[src/hdl/xrng_pkg.sv]
// xrng_pkg: shared types and constants for the xoshiro256** bounded generator.
// No dependencies.
package xrng_pkg;

  typedef enum logic [3:0] {
    OP_RAW    = 4'd0,
    OP_LIM32  = 4'd1,
    OP_RNG32  = 4'd2,
    OP_LIM64  = 4'd3,
    OP_RNG64  = 4'd4,
    OP_SINGLE = 4'd5,
    OP_DOUBLE = 4'd6,
    OP_BOOL   = 4'd7,
    OP_RESEED = 4'd8,
    OP_LOAD   = 4'd9,
    OP_READ   = 4'd10
  } op_t;

  typedef enum logic [3:0] {
    ST_IDLE,
    ST_THR_START,
    ST_THR_WAIT,
    ST_DRAW,
    ST_MUL_A,
    ST_MUL_B,
    ST_MOD_START,
    ST_MOD_WAIT,
    ST_SM_ADV,
    ST_SM_MUL_A,
    ST_SM_MUL_B,
    ST_SM_FIN,
    ST_OUT,
    ST_READ_OUT
  } state_t;

  localparam logic [63:0] SM_GAMMA = 64'h9E3779B97F4A7C15;
  localparam logic [63:0] SM_MUL_A = 64'hBF58476D1CE4E5B9;
  localparam logic [63:0] SM_MUL_B = 64'h94D049BB133111EB;

  // Reset state: SplitMix64 expansion of seed 1.
  localparam logic [63:0] RST_W0 = 64'h910A2DEC89025CC1;
  localparam logic [63:0] RST_W1 = 64'hBEEB8DA1658EEC67;
  localparam logic [63:0] RST_W2 = 64'hF893A2EEFB32555E;
  localparam logic [63:0] RST_W3 = 64'h71C18690EE42C90B;

  localparam int unsigned NUM_REGS = 5;

  typedef struct packed {
    logic        start;
    logic [63:0] dividend;
    logic [63:0] divisor;
  } div_req_t;

  typedef struct packed {
    logic        done;
    logic [63:0] rem;
  } div_rsp_t;

  function automatic logic [63:0] rotl64(input logic [63:0] x, input int unsigned k);
    rotl64 = (x << k) | (x >> (64 - k));
  endfunction

endpackage

[src/hdl/xrng_mul.sv]
// xrng_mul: 64x64 low-half multiplier built from three 32x32 partial products,
// one per cycle. Depends on xrng_pkg.
module xrng_mul import xrng_pkg::*; (
  input  logic        clk,
  input  logic        rst,
  input  logic        start,
  input  logic [63:0] a,
  input  logic [63:0] b,
  output logic        done,
  output logic [63:0] prod
);

  logic [1:0]  step;
  logic        busy;
  logic [63:0] ra, rb;
  logic [31:0] pa, pb;
  logic [63:0] pp;

  always_comb begin
    pa = step[0] ? ra[63:32] : ra[31:0];
    pb = step[1] ? rb[63:32] : rb[31:0];
    pp = 64'(pa) * 64'(pb);
  end

  always_ff @(posedge clk) begin
    if (rst) begin
      busy <= 1'b0;
      done <= 1'b0;
      step <= 2'd0;
    end else begin
      done <= 1'b0;
      if (start) begin
        busy <= 1'b1;
        step <= 2'd0;
        ra   <= a;
        rb   <= b;
        prod <= '0;
      end else if (busy) begin
        case (step)
          2'd0:    prod <= prod + pp;
          2'd1, 2'd2: prod <= prod + {pp[31:0], 32'd0};
          default: prod <= prod;
        endcase
        if (step == 2'd2) begin
          busy <= 1'b0;
          done <= 1'b1;
        end
        step <= step + 2'd1;
      end
    end
  end

endmodule

[config.mk]
export PLATFORM = sky130hd
export DESIGN_NAME = xrng_mul
export DESIGN_NICKNAME = d
export VERILOG_FILES = /design/src/hdl/xrng_pkg.sv /design/src/hdl/xrng_mul.sv
export SDC_FILE = /design/constraint.sdc
export NUM_CORES = 2
export LEC_CHECK = 0
export BUFFER_PORTS_ARGS = -buffer_cell sky130_fd_sc_hd__buf_2
export CORE_MARGIN = 3
export CORE_UTILIZATION = 30
export DETAILED_ROUTE_END_ITERATION = 6
export PLACE_DENSITY = 0.44
export SLEW_MARGIN = 20
export SYNTH_ARGS = -nofsm -noshare
export SYNTH_HDL_FRONTEND = slang
export SYNTH_SLANG_ARGS = --single-unit
export TNS_END_PERCENT = 100
[constraint.sdc]
create_clock -name clk -period 10.7 [get_ports clk]
set_input_delay 0.535 -clock clk [delete_from_list [all_inputs] [get_ports clk]]
set_output_delay 0.535 -clock clk [all_outputs]
set_load 0.005 [all_outputs]
==> results.txt <==
initial DRC count - 2782
Worst path most repeated cell - fa_1
EDFF count, synth - 192
CTS Buffer Depth - 2
Hold Path Cell Cnt - 1
fin crit period - 10.46 ns
CTS H-tree lvls - 4
DRC errors left - 0
grt ovf - 0
Post-DRT Antenna Nets - 0
share of layout cells above drive strength 1 - 0.145
Max-Cap Viols - 0
Levels on crit path - 35
crit path max fanout - 16
die area - 156000 µm²
sequential-to-total area share from yosys stat - 0.129
# IOs - 196
Setup Skew - 0.0302 ns
initial antenna violation count - 2
asr flop ratio synth - 0
drt total wl - 170000 µm
post-DP HPWL - 143000 µm
register clock-pin slew on the reported worst setup and hold paths - 0.10 ns
Synth Register Bits - 196
Final Wtd Congestion - 0.912
initial core utilization - 0.304
core area - 149000 µm²
clk sinks - 196
relative slew slack - 0.341
Max Slew Vio Count - 0
Die Y-Extent - 395 µm
WP data required - 11.07 ns
CP Launch Type - flop
CP max stage cell - fa_1
RSZ-0062 raised after global routing - yes
Vias/cell - 4.97
Worst path top cell family by delay - adder cells
Final Cell Area - 52600 µm²
Final Hold Fails - 0
Area Overhead vs Synth - 16.2%
Crit. End Element - flop
WP buf/inv - 6
post-synthesis average cell area - 9.17 µm²
total CTS buffers - 17
count of different cell masters after synthesis - 89
Post-DP Area - 51200 µm²
crit-path max cell delay - 0.63 ns
final period utilization - 0.977
width of the die - 395 µm
DR pass1 iterations - 6
n_diodes - 0
Reg2Reg Depth - 35
WHS - 0.133 ns
IO buf count - 195
Clock Latency Late Sink - 0.56 ns
Total GRT Usage - 0.220
synth warn - 0
CP arrival - 10.82 ns
CP Class - flop to flop
Worst Max-Slew Pin Slew - 0.987 ns
status - finished, final reports clean
WL/cell - 23.4 µm
CTS tree - built
mapped cell area - 45300 µm²
Most used DFF post-synth - edfxtp_1
fmax - 95.6 MHz
hold_buf cts - 0
Fillers - 15500
Min-Delay Path Class - primary input to flop
Root Driver - clkbuf_16
net count of the mapped netlist - 6340
DR vias - 36200
num rows - 141
Synth Instances - 4941
largest net degree at the start of global routing - 66
first-pass GRT wire length - 255000 µm
vias in the first global route - 37900
Setup violations, final - 0
Final nets - 6676
==> routing by layer <==
metal	track usage	wire, µm
met5	0	0
met4	0.0635	5130
met3	0.0324	9920
met2	0.348	77400
met1	0.314	77800
==> path summary, 6_finish.rpt <==
kind         slack [ns]       end  startpoint
max reg2reg        0.24  prod[63]     step[1]
min                0.13    rb[20]       b[20]
min reg2reg        0.57      busy        busy
max                0.24  prod[63]     step[1]
==> cell families (layout without fill, tap and decap cells) <==
| logic type | count (synthesis) | count (layout) | synth area share |
|---|---|---|---|
| flip-flops | 196 | 196 | 0.129 |
| adder cells (fa/ha/maj) | 1268 | 1268 | 0.499 |
| buffers and inverters | 1104 | 1452 | 0.0917 |
| AND/OR/NAND/NOR | 1501 | 1501 | 0.135 |
| AO/OA/AOI/OAI | 598 | 598 | 0.0862 |
| XOR/XNOR | 138 | 138 | 0.0270 |
| multiplexers | 136 | 136 | 0.0318 |
==> state kept, by name, indices dropped and copies added, names as in the netlist <==
signal / count
done: 1
rb: 64
step: 2
busy: 1
ra: 64
prod: 64
==> layout make-up <==
| cell class | instances | area, µm² | share of cell area |
|---|---|---|---|
| tap | 2002 | 2500 | 0.0476 |
| clock inverter | 14 | 166 | 0.00316 |
| multi-input combinational | 3641 | 35900 | 0.682 |
| inverter | 872 | 3270 | 0.0622 |
| timing repair buffer | 549 | 4510 | 0.0857 |
| sequential | 196 | 5850 | 0.111 |
| clock buffer | 17 | 425 | 0.00808 |
==> stage by stage <==
step / utilization / setup TNS, ns / std cells / setup WS (ns)
2_1_floorplan: - / 0 / 4941 / 0.00264
3_3_place_gp: 0.344 / -2.77 / 7224 / -0.751
3_5_place_dp: 0.344 / -2.21 / 7224 / -0.749
4_1_cts: 0.351 / 0 / 7279 / 0.00206
5_1_grt: 0.354 / -0.114 / 7291 / -0.114
6_report: 0.354 / 0 / 7291 / 0.243
==> timing repair <==
item	4_1_cts	5_1_grt
endpoints found under the setup margin	9	19
resized for setup	29	44
cloned	1	2
endpoints found under the hold margin	0	0
pin swaps	4	8
setup buffers	23	10
==> cells in the mapped netlist, types with 14 or more instances <==
cell | n | share of area
a211oi_1 | 16 | 0.0027
a21o_1 | 98 | 0.016
a21oi_1 | 206 | 0.023
a31oi_1 | 22 | 0.0030
and3_1 | 20 | 0.0028
clkbuf_1 | 214 | 0.018
edfxtp_1 | 192 | 0.13
fa_1 | 898 | 0.40
ha_1 | 370 | 0.10
inv_1 | 871 | 0.072
mux2_2 | 56 | 0.014
mux2i_1 | 74 | 0.016
nand2_1 | 599 | 0.050
nand3_1 | 33 | 0.0036
nand4_1 | 39 | 0.0054
nor2_1 | 697 | 0.058
nor2b_1 | 14 | 0.0019
nor3_1 | 28 | 0.0031
o21a_1 | 22 | 0.0036
o21ai_0 | 76 | 0.0084
o21bai_1 | 30 | 0.0050
xnor2_1 | 90 | 0.017
xor2_1 | 47 | 0.0091
==> layout by cell type, fill, tap and decap left out, drive strengths merged, types with 23 or more instances in the layout <==
master,netlist,layout
o21ai,85,85
fa,898,898
xor2,47,47
nor3,29,29
nand3,34,34
buf,17,546
inv,871,878
mux2,62,62
mux2i,74,74
ha,370,370
xnor2,90,90
a31oi,23,23
nand2,599,599
a21o,98,98
o21bai,30,30
a21oi,206,206
nor2,698,698
nand4,39,39
edfxtp,192,192
Power is left out: the tool's default activity adds up to more than one toggle a clock period on the data nets, which glitch-free logic cannot reach.
