### config.mk
export PLATFORM = sky130hd
export DESIGN_NAME = xrng_div
export DESIGN_NICKNAME = d
export VERILOG_FILES = /design/src/hdl/xrng_pkg.sv /design/src/hdl/xrng_div.sv
export SDC_FILE = /design/constraint.sdc
export NUM_CORES = 1
export LEC_CHECK = 0
export ABC_CLOCK_PERIOD_IN_PS = 14800
export BUFFER_PORTS_ARGS = -buffer_cell sky130_fd_sc_hd__buf_2
export CORE_MARGIN = 2
export CORE_UTILIZATION = 30
export DETAILED_ROUTE_END_ITERATION = 7
export HOLD_SLACK_MARGIN = 0.12
export REMOVE_ABC_BUFFERS = 1
export SETUP_SLACK_MARGIN = 0.15
export SLEW_MARGIN = 30
export SYNTH_ARGS = -nofsm -noshare
export SYNTH_HDL_FRONTEND = slang
export SYNTH_SLANG_ARGS = --single-unit
### constraint.sdc
create_clock -name clk -period 14.8 [get_ports clk]
set_clock_uncertainty 0.2 [all_clocks]
set_input_delay 1.48 -clock clk [delete_from_list [all_inputs] [get_ports clk]]
set_output_delay 1.48 -clock clk [all_outputs]
set_load 0.03 [all_outputs]
### src/hdl/xrng_pkg.sv
// xrng_pkg: shared types and constants for the xoshiro256** bounded generator.
// No dependencies.
package xrng_pkg;

  typedef enum logic [3:0] {
    OP_RAW    = 4'd0,
    OP_LIM32  = 4'd1,
    OP_RNG32  = 4'd2,
    OP_LIM64  = 4'd3,
    OP_RNG64  = 4'd4,
    OP_SINGLE = 4'd5,
    OP_DOUBLE = 4'd6,
    OP_BOOL   = 4'd7,
    OP_RESEED = 4'd8,
    OP_LOAD   = 4'd9,
    OP_READ   = 4'd10
  } op_t;

  typedef enum logic [3:0] {
    ST_IDLE,
    ST_THR_START,
    ST_THR_WAIT,
    ST_DRAW,
    ST_MUL_A,
    ST_MUL_B,
    ST_MOD_START,
    ST_MOD_WAIT,
    ST_SM_ADV,
    ST_SM_MUL_A,
    ST_SM_MUL_B,
    ST_SM_FIN,
    ST_OUT,
    ST_READ_OUT
  } state_t;

  localparam logic [63:0] SM_GAMMA = 64'h9E3779B97F4A7C15;
  localparam logic [63:0] SM_MUL_A = 64'hBF58476D1CE4E5B9;
  localparam logic [63:0] SM_MUL_B = 64'h94D049BB133111EB;

  // Reset state: SplitMix64 expansion of seed 1.
  localparam logic [63:0] RST_W0 = 64'h910A2DEC89025CC1;
  localparam logic [63:0] RST_W1 = 64'hBEEB8DA1658EEC67;
  localparam logic [63:0] RST_W2 = 64'hF893A2EEFB32555E;
  localparam logic [63:0] RST_W3 = 64'h71C18690EE42C90B;

  localparam int unsigned NUM_REGS = 5;

  typedef struct packed {
    logic        start;
    logic [63:0] dividend;
    logic [63:0] divisor;
  } div_req_t;

  typedef struct packed {
    logic        done;
    logic [63:0] rem;
  } div_rsp_t;

  function automatic logic [63:0] rotl64(input logic [63:0] x, input int unsigned k);
    rotl64 = (x << k) | (x >> (64 - k));
  endfunction

endpackage

### src/hdl/xrng_div.sv
// xrng_div: 64-bit restoring remainder unit, one quotient bit per cycle.
// Depends on xrng_pkg.
module xrng_div import xrng_pkg::*; (
  input  logic     clk,
  input  logic     rst,
  input  div_req_t req,
  output div_rsp_t rsp
);

  logic        busy;
  logic [6:0]  cnt;
  logic [63:0] num, den, rem;
  logic [64:0] shifted, diff;

  always_comb begin
    shifted = {rem, num[63]};
    diff    = shifted - {1'b0, den};
    rsp.rem = rem;
  end

  always_ff @(posedge clk) begin
    if (rst) begin
      busy     <= 1'b0;
      rsp.done <= 1'b0;
      cnt      <= '0;
    end else begin
      rsp.done <= 1'b0;
      if (req.start) begin
        busy <= 1'b1;
        cnt  <= '0;
        num  <= req.dividend;
        den  <= req.divisor;
        rem  <= '0;
      end else if (busy) begin
        num <= {num[62:0], 1'b0};
        rem <= diff[64] ? shifted[63:0] : diff[63:0];
        cnt <= cnt + 7'd1;
        if (cnt == 7'd63) begin
          busy     <= 1'b0;
          rsp.done <= 1'b1;
        end
      end
    end
  end

endmodule

==> flow_summary.yaml, run 1 <==
status:
  run_status: "completed"
setup_path:
  critPathRequiredTime_ns: 14.97
  arrival_ns: 4.11
  cpPeakStageDelay_ns: 0.50
  end_kind: "register"
  reg2reg_depth: 11
  critPathLaunchType: "register"
  rrSetupSlack_ns: 10.86
  crit_slowest_cell: "ha_1"
  regToRegEndpoint: "rem[58]$_SDFFCE_PP0P_"
  rr_startpoint: "rem[22]$_SDFFCE_PP0P_"
  worstPathCellList: "ha_1, nand4_1, nor4_2, o211ai_1, nor2_1, a21oi_1, o211ai_2, xor2_4, buf_4, nand2_1, o32ai_1"
  worst-path-max-fanout: 40
  criticalPathCategory: "reg -> reg"
timing:
  worst_pin_slew_ns: 0.893
  min_period_over_period_pct: 26.6
  fmax_mhz: 254
  tns_ns: 0
  min_period_ns: 3.94
  slew_violations: 0
  timing.hold.ws_ns: 0.276
  rsz0062_at_grt: "false"
  finalHoldViolations: 0
  slew_headroom_pct: 40.5
  setup_viol: 0
clock_tree:
  cts_resized: 0
  cts_root_buf: "clkbuf_16"
  clock-sinks: 201
  cts_htree_levels: 1
  postCtsSetupBuffers: 0
  cts_tree: "built"
  clock_latency_ns: 0.55
  hold_buffers: 0
  clk_pin_slew_ns: 0.06
  clock_path_buffers: 3
  cts_buffers: 26
grt:
  grt_overflow: 0
  grt_pass1_vias: 9325
  grt_pass1_wl_um: 51100
  antenna_found_initial: 10
  grt_max_degree: 75
  grt_use_total_pct: 15.3
synthesis:
  synth_xor_area_share_pct: 3.65
  synth_area_um2: 12200
  muxShareOfSynthArea_pct: 9.50
  synth-simple-area-share_pct: 12.2
  synth_top_family_by_area: "compound AO/OA/AOI/OAI gates"
  synth_async_sr_flop_share_pct: 0
  synth_edf_count: 192
  ys_seq_area_share_pct: 48.6
  netlist_instances: 1148
  synth_top_cell_by_area: "edfxtp_1"
  yosys_most_used_dff: "edfxtp_1"
  ys_types: 70
  synthAdderAreaFrac_pct: 6.81
  synth_compound_area_share_pct: 14.8
  synth_warnings: 0
  synth.top_cell.area_share_pct: 47.1
  ys_top_cells_by_area: "edfxtp_1 (47%), ha_1 (6.6%), mux2_2 (5.8%)"
  avgSynthCellArea_um2: 10.7
  ys_ff_latch: 201
place:
  post-dp-hpwl_um: 24600
  io_buffers: 195
  gp_congestion: 0.872
routing:
  drcViolationCount: 0
  drt_iter0_drc: 730
  wl_um: 32600
  antenna_left: 0
  post_drt_wl_per_cell_um: 17.3
  dr.pass1.iters: 5
  vias: 9350
  vias_per_cell: 4.97
hold_path:
  min_path_type: "reg -> reg"
  hp-start: "cnt[6]$_SDFFE_PP0P_"
  hold_depth: 1
  min_to: "rsp[64]$_SDFF_PP0_"
run:
  maxCapViolCount: 0
die:
  die_area_um2: 42400
  ios: 196
  die_height_um: 206
  start_util_pct: 30.6
  core_area_um2: 40000
  placementRows: 73
  fp.dieW_um: 206
layout:
  synthToLayoutAreaGrowth_pct: 19.3
  layout-drive-gt1-share_pct: 24.7
  final_nets: 1530
power:
  p_leak_uw: 0.00603
  ir_drop_mv: 0.0823
  power.density_nw_per_um2: 130
-- logic make-up after synthesis --
| kind of cell | after synthesis |
|---|---|
| flops | 201 |
| fa+ha+maj | 66 |
| buf+inv | 132 |
| mux | 108 |
| xor+xnor | 51 |
| compound gates | 279 |
| simple gates | 311 |
-- how the worst max path moves through the flow --
stage	from	to
after global routing	rem[46]$_SDFFCE_PP0P_	rem[42]$_SDFFCE_PP0P_
after global placement	req[128]	num[53]$_DFFE_PP_
after detailed placement	req[128]	den[19]$_DFFE_PP_
after CTS	rem[22]$_SDFFCE_PP0P_	rem[58]$_SDFFCE_PP0P_
final	rem[22]$_SDFFCE_PP0P_	rem[58]$_SDFFCE_PP0P_
after floorplan	req[128]	num[0]$_SDFFCE_PN0P_
-- area by class of cell --
| type | instances | area (µm²) |
|---|---|---|
| diodes | 3 | 7.51 |
| clock buffers | 30 | 687 |
| clock inverters | 18 | 121 |
| fillers | 4072 | 25400 |
| inverters | 86 | 323 |
| multi-input cells | 815 | 5790 |
| flip-flops and latches | 201 | 5950 |
| well taps | 525 | 657 |
| repair buffers | 203 | 1080 |
-- placed cells by master, fill, tap and decap left out, types with 7 or more instances in the layout --
cell type  instances
a21oi_1           97
ha_1              65
nor2_1           106
o21ai_0           44
nand3b_1           8
a211oi_1           9
inv_1             85
or3_1              8
clkbuf_16         27
buf_4              7
a21o_1            34
mux2i_1           43
o21bai_1          10
o211ai_1          10
xor2_1            20
mux2_2            63
buf_2            194
and3_1            13
dfxtp_1            9
nor3_1            23
nand4_1           21
nand2b_1          15
nand3_1           11
xnor2_1           30
and2_1             7
nand2_1           76
edfxtp_1         192
clkinv_2          10
-- worst max-delay path, delay by kind of cell, from the launching register on --
| family | cells | cell delay (ns) |
|---|---|---|
| AO/OA/AOI/OAI | 4 | 0.95 |
| XOR/XNOR | 1 | 0.17 |
| adder cells (fa/ha/maj) | 1 | 0.50 |
| buffers and inverters | 1 | 0.50 |
| flip-flops | 1 | 0.41 |
| AND/OR/NAND/NOR | 4 | 1.02 |
-- synth_stat cells (3+ instances only) --
cell type and number:
xor2_1 21, dfxtp_1 9, nor2_1 108, nand3b_1 8
a21oi_1 97, nand4_1 21, o21a_1 6, or3_1 8
and2_1 7, o22ai_1 6, o31ai_1 4, ha_1 65
nor4_1 5, clkbuf_1 26, nand2b_1 15, a21bo_2 3
inv_1 85, nand3_1 11, o2111ai_1 5, nand2_1 76
and3_1 13, a31oi_1 6, o21ai_1 6, o211ai_1 10
mux2i_1 43, o21ai_0 44, or2_2 4, xnor2_1 30
buf_2 10, a21o_1 34, o21bai_1 10, a221oi_1 4
a2111oi_2 3, a21oi_2 3, edfxtp_1 192, buf_4 7
nor3b_1 3, a211oi_1 9, mux2_2 63, a221o_1 4
nor3_1 23
-- registers in the layout (all words and copies together), names as in the netlist --
name and cells:
rem 64, den 64, busy 1, num 64, rsp 1, cnt 7
-- layer usage --
metal  vias up  global-route usage, %  part of all wire, %
met3        54                   4.37                  7.1
met5         -                      0                 0.28
met4        14                   4.85                  2.6
met1      4414                   19.6                   44
li1       4626                      -                    -
met2       242                   25.0                   46
-- through the flow --
stage	cell area, µm²	util, %	power (µW)	worst slack [ns]	std cells
floorplan	12000	-	1160	7.14	1102
global placement	13700	34.3	1300	10.40	1828
CTS	14500	36.3	1920	10.83	1876
detailed placement	13700	34.3	1300	10.32	1828
finish	14600	36.5	1900	10.86	1881
global route	14600	36.5	2010	10.47	1878
-- where the power goes --
part / switching (µW) / internal (µW) / total [µW]
clock network: 251 / 349 / 600
registers: 27.5 / 689 / 717
logic: 354 / 226 / 580
(Power assumes the default switching activity.)
==> inputs of run 2 (changes only) <==
--- a/config.mk
+++ b/config.mk
@@ -5,7 +5,7 @@
 export SDC_FILE = /design/constraint.sdc
 export NUM_CORES = 1
 export LEC_CHECK = 0
-export ABC_CLOCK_PERIOD_IN_PS = 14800
+export ABC_CLOCK_PERIOD_IN_PS = 4000
 export BUFFER_PORTS_ARGS = -buffer_cell sky130_fd_sc_hd__buf_2
 export CORE_MARGIN = 2
 export CORE_UTILIZATION = 30
==> constraint.sdc (replaced) <==
create_clock -name clk -period 4 [get_ports clk]
set_clock_uncertainty 0.2 [all_clocks]
set_input_delay 0.4 -clock clk [delete_from_list [all_inputs] [get_ports clk]]
set_output_delay 0.4 -clock clk [all_outputs]
set_load 0.03 [all_outputs]
==> run 2 against run 1 <==
  * Sequential share of layout area decreased by 3.8 points
  * Largest power group unchanged
  * Via count up 6.1%
  * First-iteration DRC count decreased by 12%
  * Sequential cell count unchanged
  * Die area stayed put
  * Maximum frequency rose by 8.4%
  * Power increased to 3.9 times the previous value
  * Global-route usage increased by 0.55 points
  * Combinational power rose to 4.0 times the previous value
  * Hold slack got worse by 0.0015 ns
  * Critical path depth shrank 1
  * Final cell count rose by 7.3%
==> flow_summary.yaml, run 2 (synthesis results as in run 1) <==
die:
  ios: 196
  die_height_um: 206
  core_area_um2: 40000
  placementRows: 73
  fp.dieW_um: 206
  start_util_pct: 30.6
  die_area_um2: 42400
timing:
  slew_violations: 0
  min_period_over_period_pct: 90.8
  fmax_mhz: 275
  finalHoldViolations: 0
  rsz0062_at_grt: "false"
  setup_viol: 0
  worst_pin_slew_ns: 0.749
  min_period_ns: 3.63
  slew_headroom_pct: 50.0
  tns_ns: 0
routing:
  vias_per_cell: 4.92
  drt_iter0_drc: 644
  drcViolationCount: 0
  dr.pass1.iters: 5
  wl_um: 34200
  post_drt_wl_per_cell_um: 16.9
  vias: 9919
  antenna_left: 0
clock_tree:
  cts_htree_levels: 1
  cts_tree: "built"
  cts_root_buf: "clkbuf_16"
  clock_path_buffers: 3
  clk_pin_slew_ns: 0.06
  cts_buffers: 25
  clock-sinks: 201
  clock_latency_ns: 0.54
setup_path:
  arrival_ns: 3.71
  cpPeakStageDelay_ns: 0.50
  worst-path-max-fanout: 8
  critPathLaunchType: "register"
  reg2reg_depth: 10
  cp.buffers_inverters: 0
  criticalPathCategory: "reg -> reg"
  cp_top_family: "compound AO/OA/AOI/OAI gates"
  regToRegEndpoint: "rem[56]$_SDFFCE_PP0P_"
  crit_cells: 10
  end_kind: "register"
  rr_startpoint: "rem[25]$_SDFFCE_PP0P_"
  worstPathCellList: "ha_2, nand4_1, nor4_2, o211ai_1, a211oi_2, a211oi_1, a2111oi_2, o21ai_1, a21o_1, a31o_1"
  crit_slowest_cell: "a2111oi_2"
  critPathRequiredTime_ns: 4.08
  rrSetupSlack_ns: 0.37
hold_path:
  min_path_type: "reg -> reg"
  min_to: "rsp[64]$_SDFF_PP0_"
  hold_depth: 1
  hp-start: "cnt[6]$_SDFFE_PP0P_"
power:
  power.density_nw_per_um2: 455
  p_leak_uw: 0.00665
  ir_drop_mv: 0.290
place:
  post-dp-hpwl_um: 24900
  io_buffers: 195
  gp_congestion: 0.885
layout:
  num-fill-cells: 3930
  final_nets: 1671
  layout-drive-gt1-share_pct: 23.7
  final_core_util_pct: 40.2
  synthToLayoutAreaGrowth_pct: 31.6
  multi_input_area_um2: 5820
  final_common_cell: "buf_2"
  regArea_um2: 5950
  layout_common_cells: "buf_2 (194), edfxtp_1 (192), dlygate4sd3_1 (130)"
  reg_top3: "den: 64 flops, num: 64 flops, rem: 64 flops"
grt:
  grt_max_degree: 61
  grt_pass1_vias: 10000
  grt_pass1_wl_um: 53600
  grt_overflow: 0
  antenna_found_initial: 2
  grt_use_total_pct: 15.9
run:
  maxCapViolCount: 0
status:
  run_status: "completed"
==> run 2: cell count changes in the layout (fill, tap and decap cells not counted), sizes merged <==
cell,change
clkinvlp,-4
diode,-2
clkinv,-6
dlygate4sd3,+130
bufinv,+1
clkbuf,+4
inv,+2
buf,+12
==> run 2: worst max-delay path by stage <==
stage                                from               endpoint  slack [ns]
global route        rem[25]$_SDFFCE_PP0P_  rem[56]$_SDFFCE_PP0P_        0.15
floorplan           rem[48]$_SDFFCE_PP0P_  rem[60]$_SDFFCE_PP0P_       -3.03
finish              rem[25]$_SDFFCE_PP0P_  rem[56]$_SDFFCE_PP0P_        0.37
CTS                 rem[22]$_SDFFCE_PP0P_   rem[1]$_SDFFCE_PP0P_        0.24
global placement    rem[15]$_SDFFCE_PP0P_  rem[63]$_SDFFCE_PP0P_        0.31
detailed placement  rem[22]$_SDFFCE_PP0P_   rem[1]$_SDFFCE_PP0P_        0.27
==> run 2: layout make-up <==
cell class                 count  share of cell area (%)
clock buffer                  34                    4.54
clock inverter                11                   0.730
multi-input combinational    815                    36.1
inverter                      86                    2.00
sequential                   201                    36.9
antenna                        1                  0.0155
tap                          525                    4.08
timing repair buffer         345                    15.6
==> run 2: worst register-to-register path: stages (launching register included) <==
cell,delay (ns)
edfxtp_1,0.42
ha_2,0.44
nand4_1,0.20
nor4_2,0.36
o211ai_1,0.21
a211oi_2,0.32
a211oi_1,0.17
a2111oi_2,0.51
o21ai_1,0.15
a21o_1,0.20
a31o_1,0.21
==> run 2: layer usage <==
layer | vias up | share of wire, % | global-route usage (%)
li1 | 4910 | - | -
met1 | 4714 | 45 | 20.7
met2 | 226 | 46 | 26.0
met3 | 67 | 5.2 | 3.12
met4 | 2 | 3.3 | 6.20
met5 | - | 0.038 | 0
==> run 2: report_power, final <==
| part | internal, µW | leakage [µW] | switching, µW |
|---|---|---|---|
| Combinational | 981 | 0.00432 | 1350 |
| Clock | 1410 | 0.000418 | 927 |
| Sequential | 2550 | 0.00191 | 107 |
==> run 2: repair_timing <==
item	in CTS	in global routing
hold endpoints to repair	132	0
hold buffers	130	0
resized for setup	0	11
endpoints found under the setup margin	0	61
buffers inserted	0	4
==> run 2: per-stage QoR <==
| stage | worst slack, ns | total power [µW] | hold WS (ns) | std cells | cell area (µm²) |
|---|---|---|---|---|---|
| detailed placement | 0.272 | 4880 | 0.278 | 1838 | 13900 |
| global route | 0.151 | 7720 | 0.301 | 2018 | 16100 |
| global placement | 0.306 | 4850 | 0.265 | 1838 | 13900 |
| CTS | 0.238 | 7350 | 0.287 | 2013 | 16000 |
| floorplan | -3.03 | 4300 | 0.234 | 1102 | 12000 |
| finish | 0.368 | 7320 | 0.275 | 2018 | 16100 |
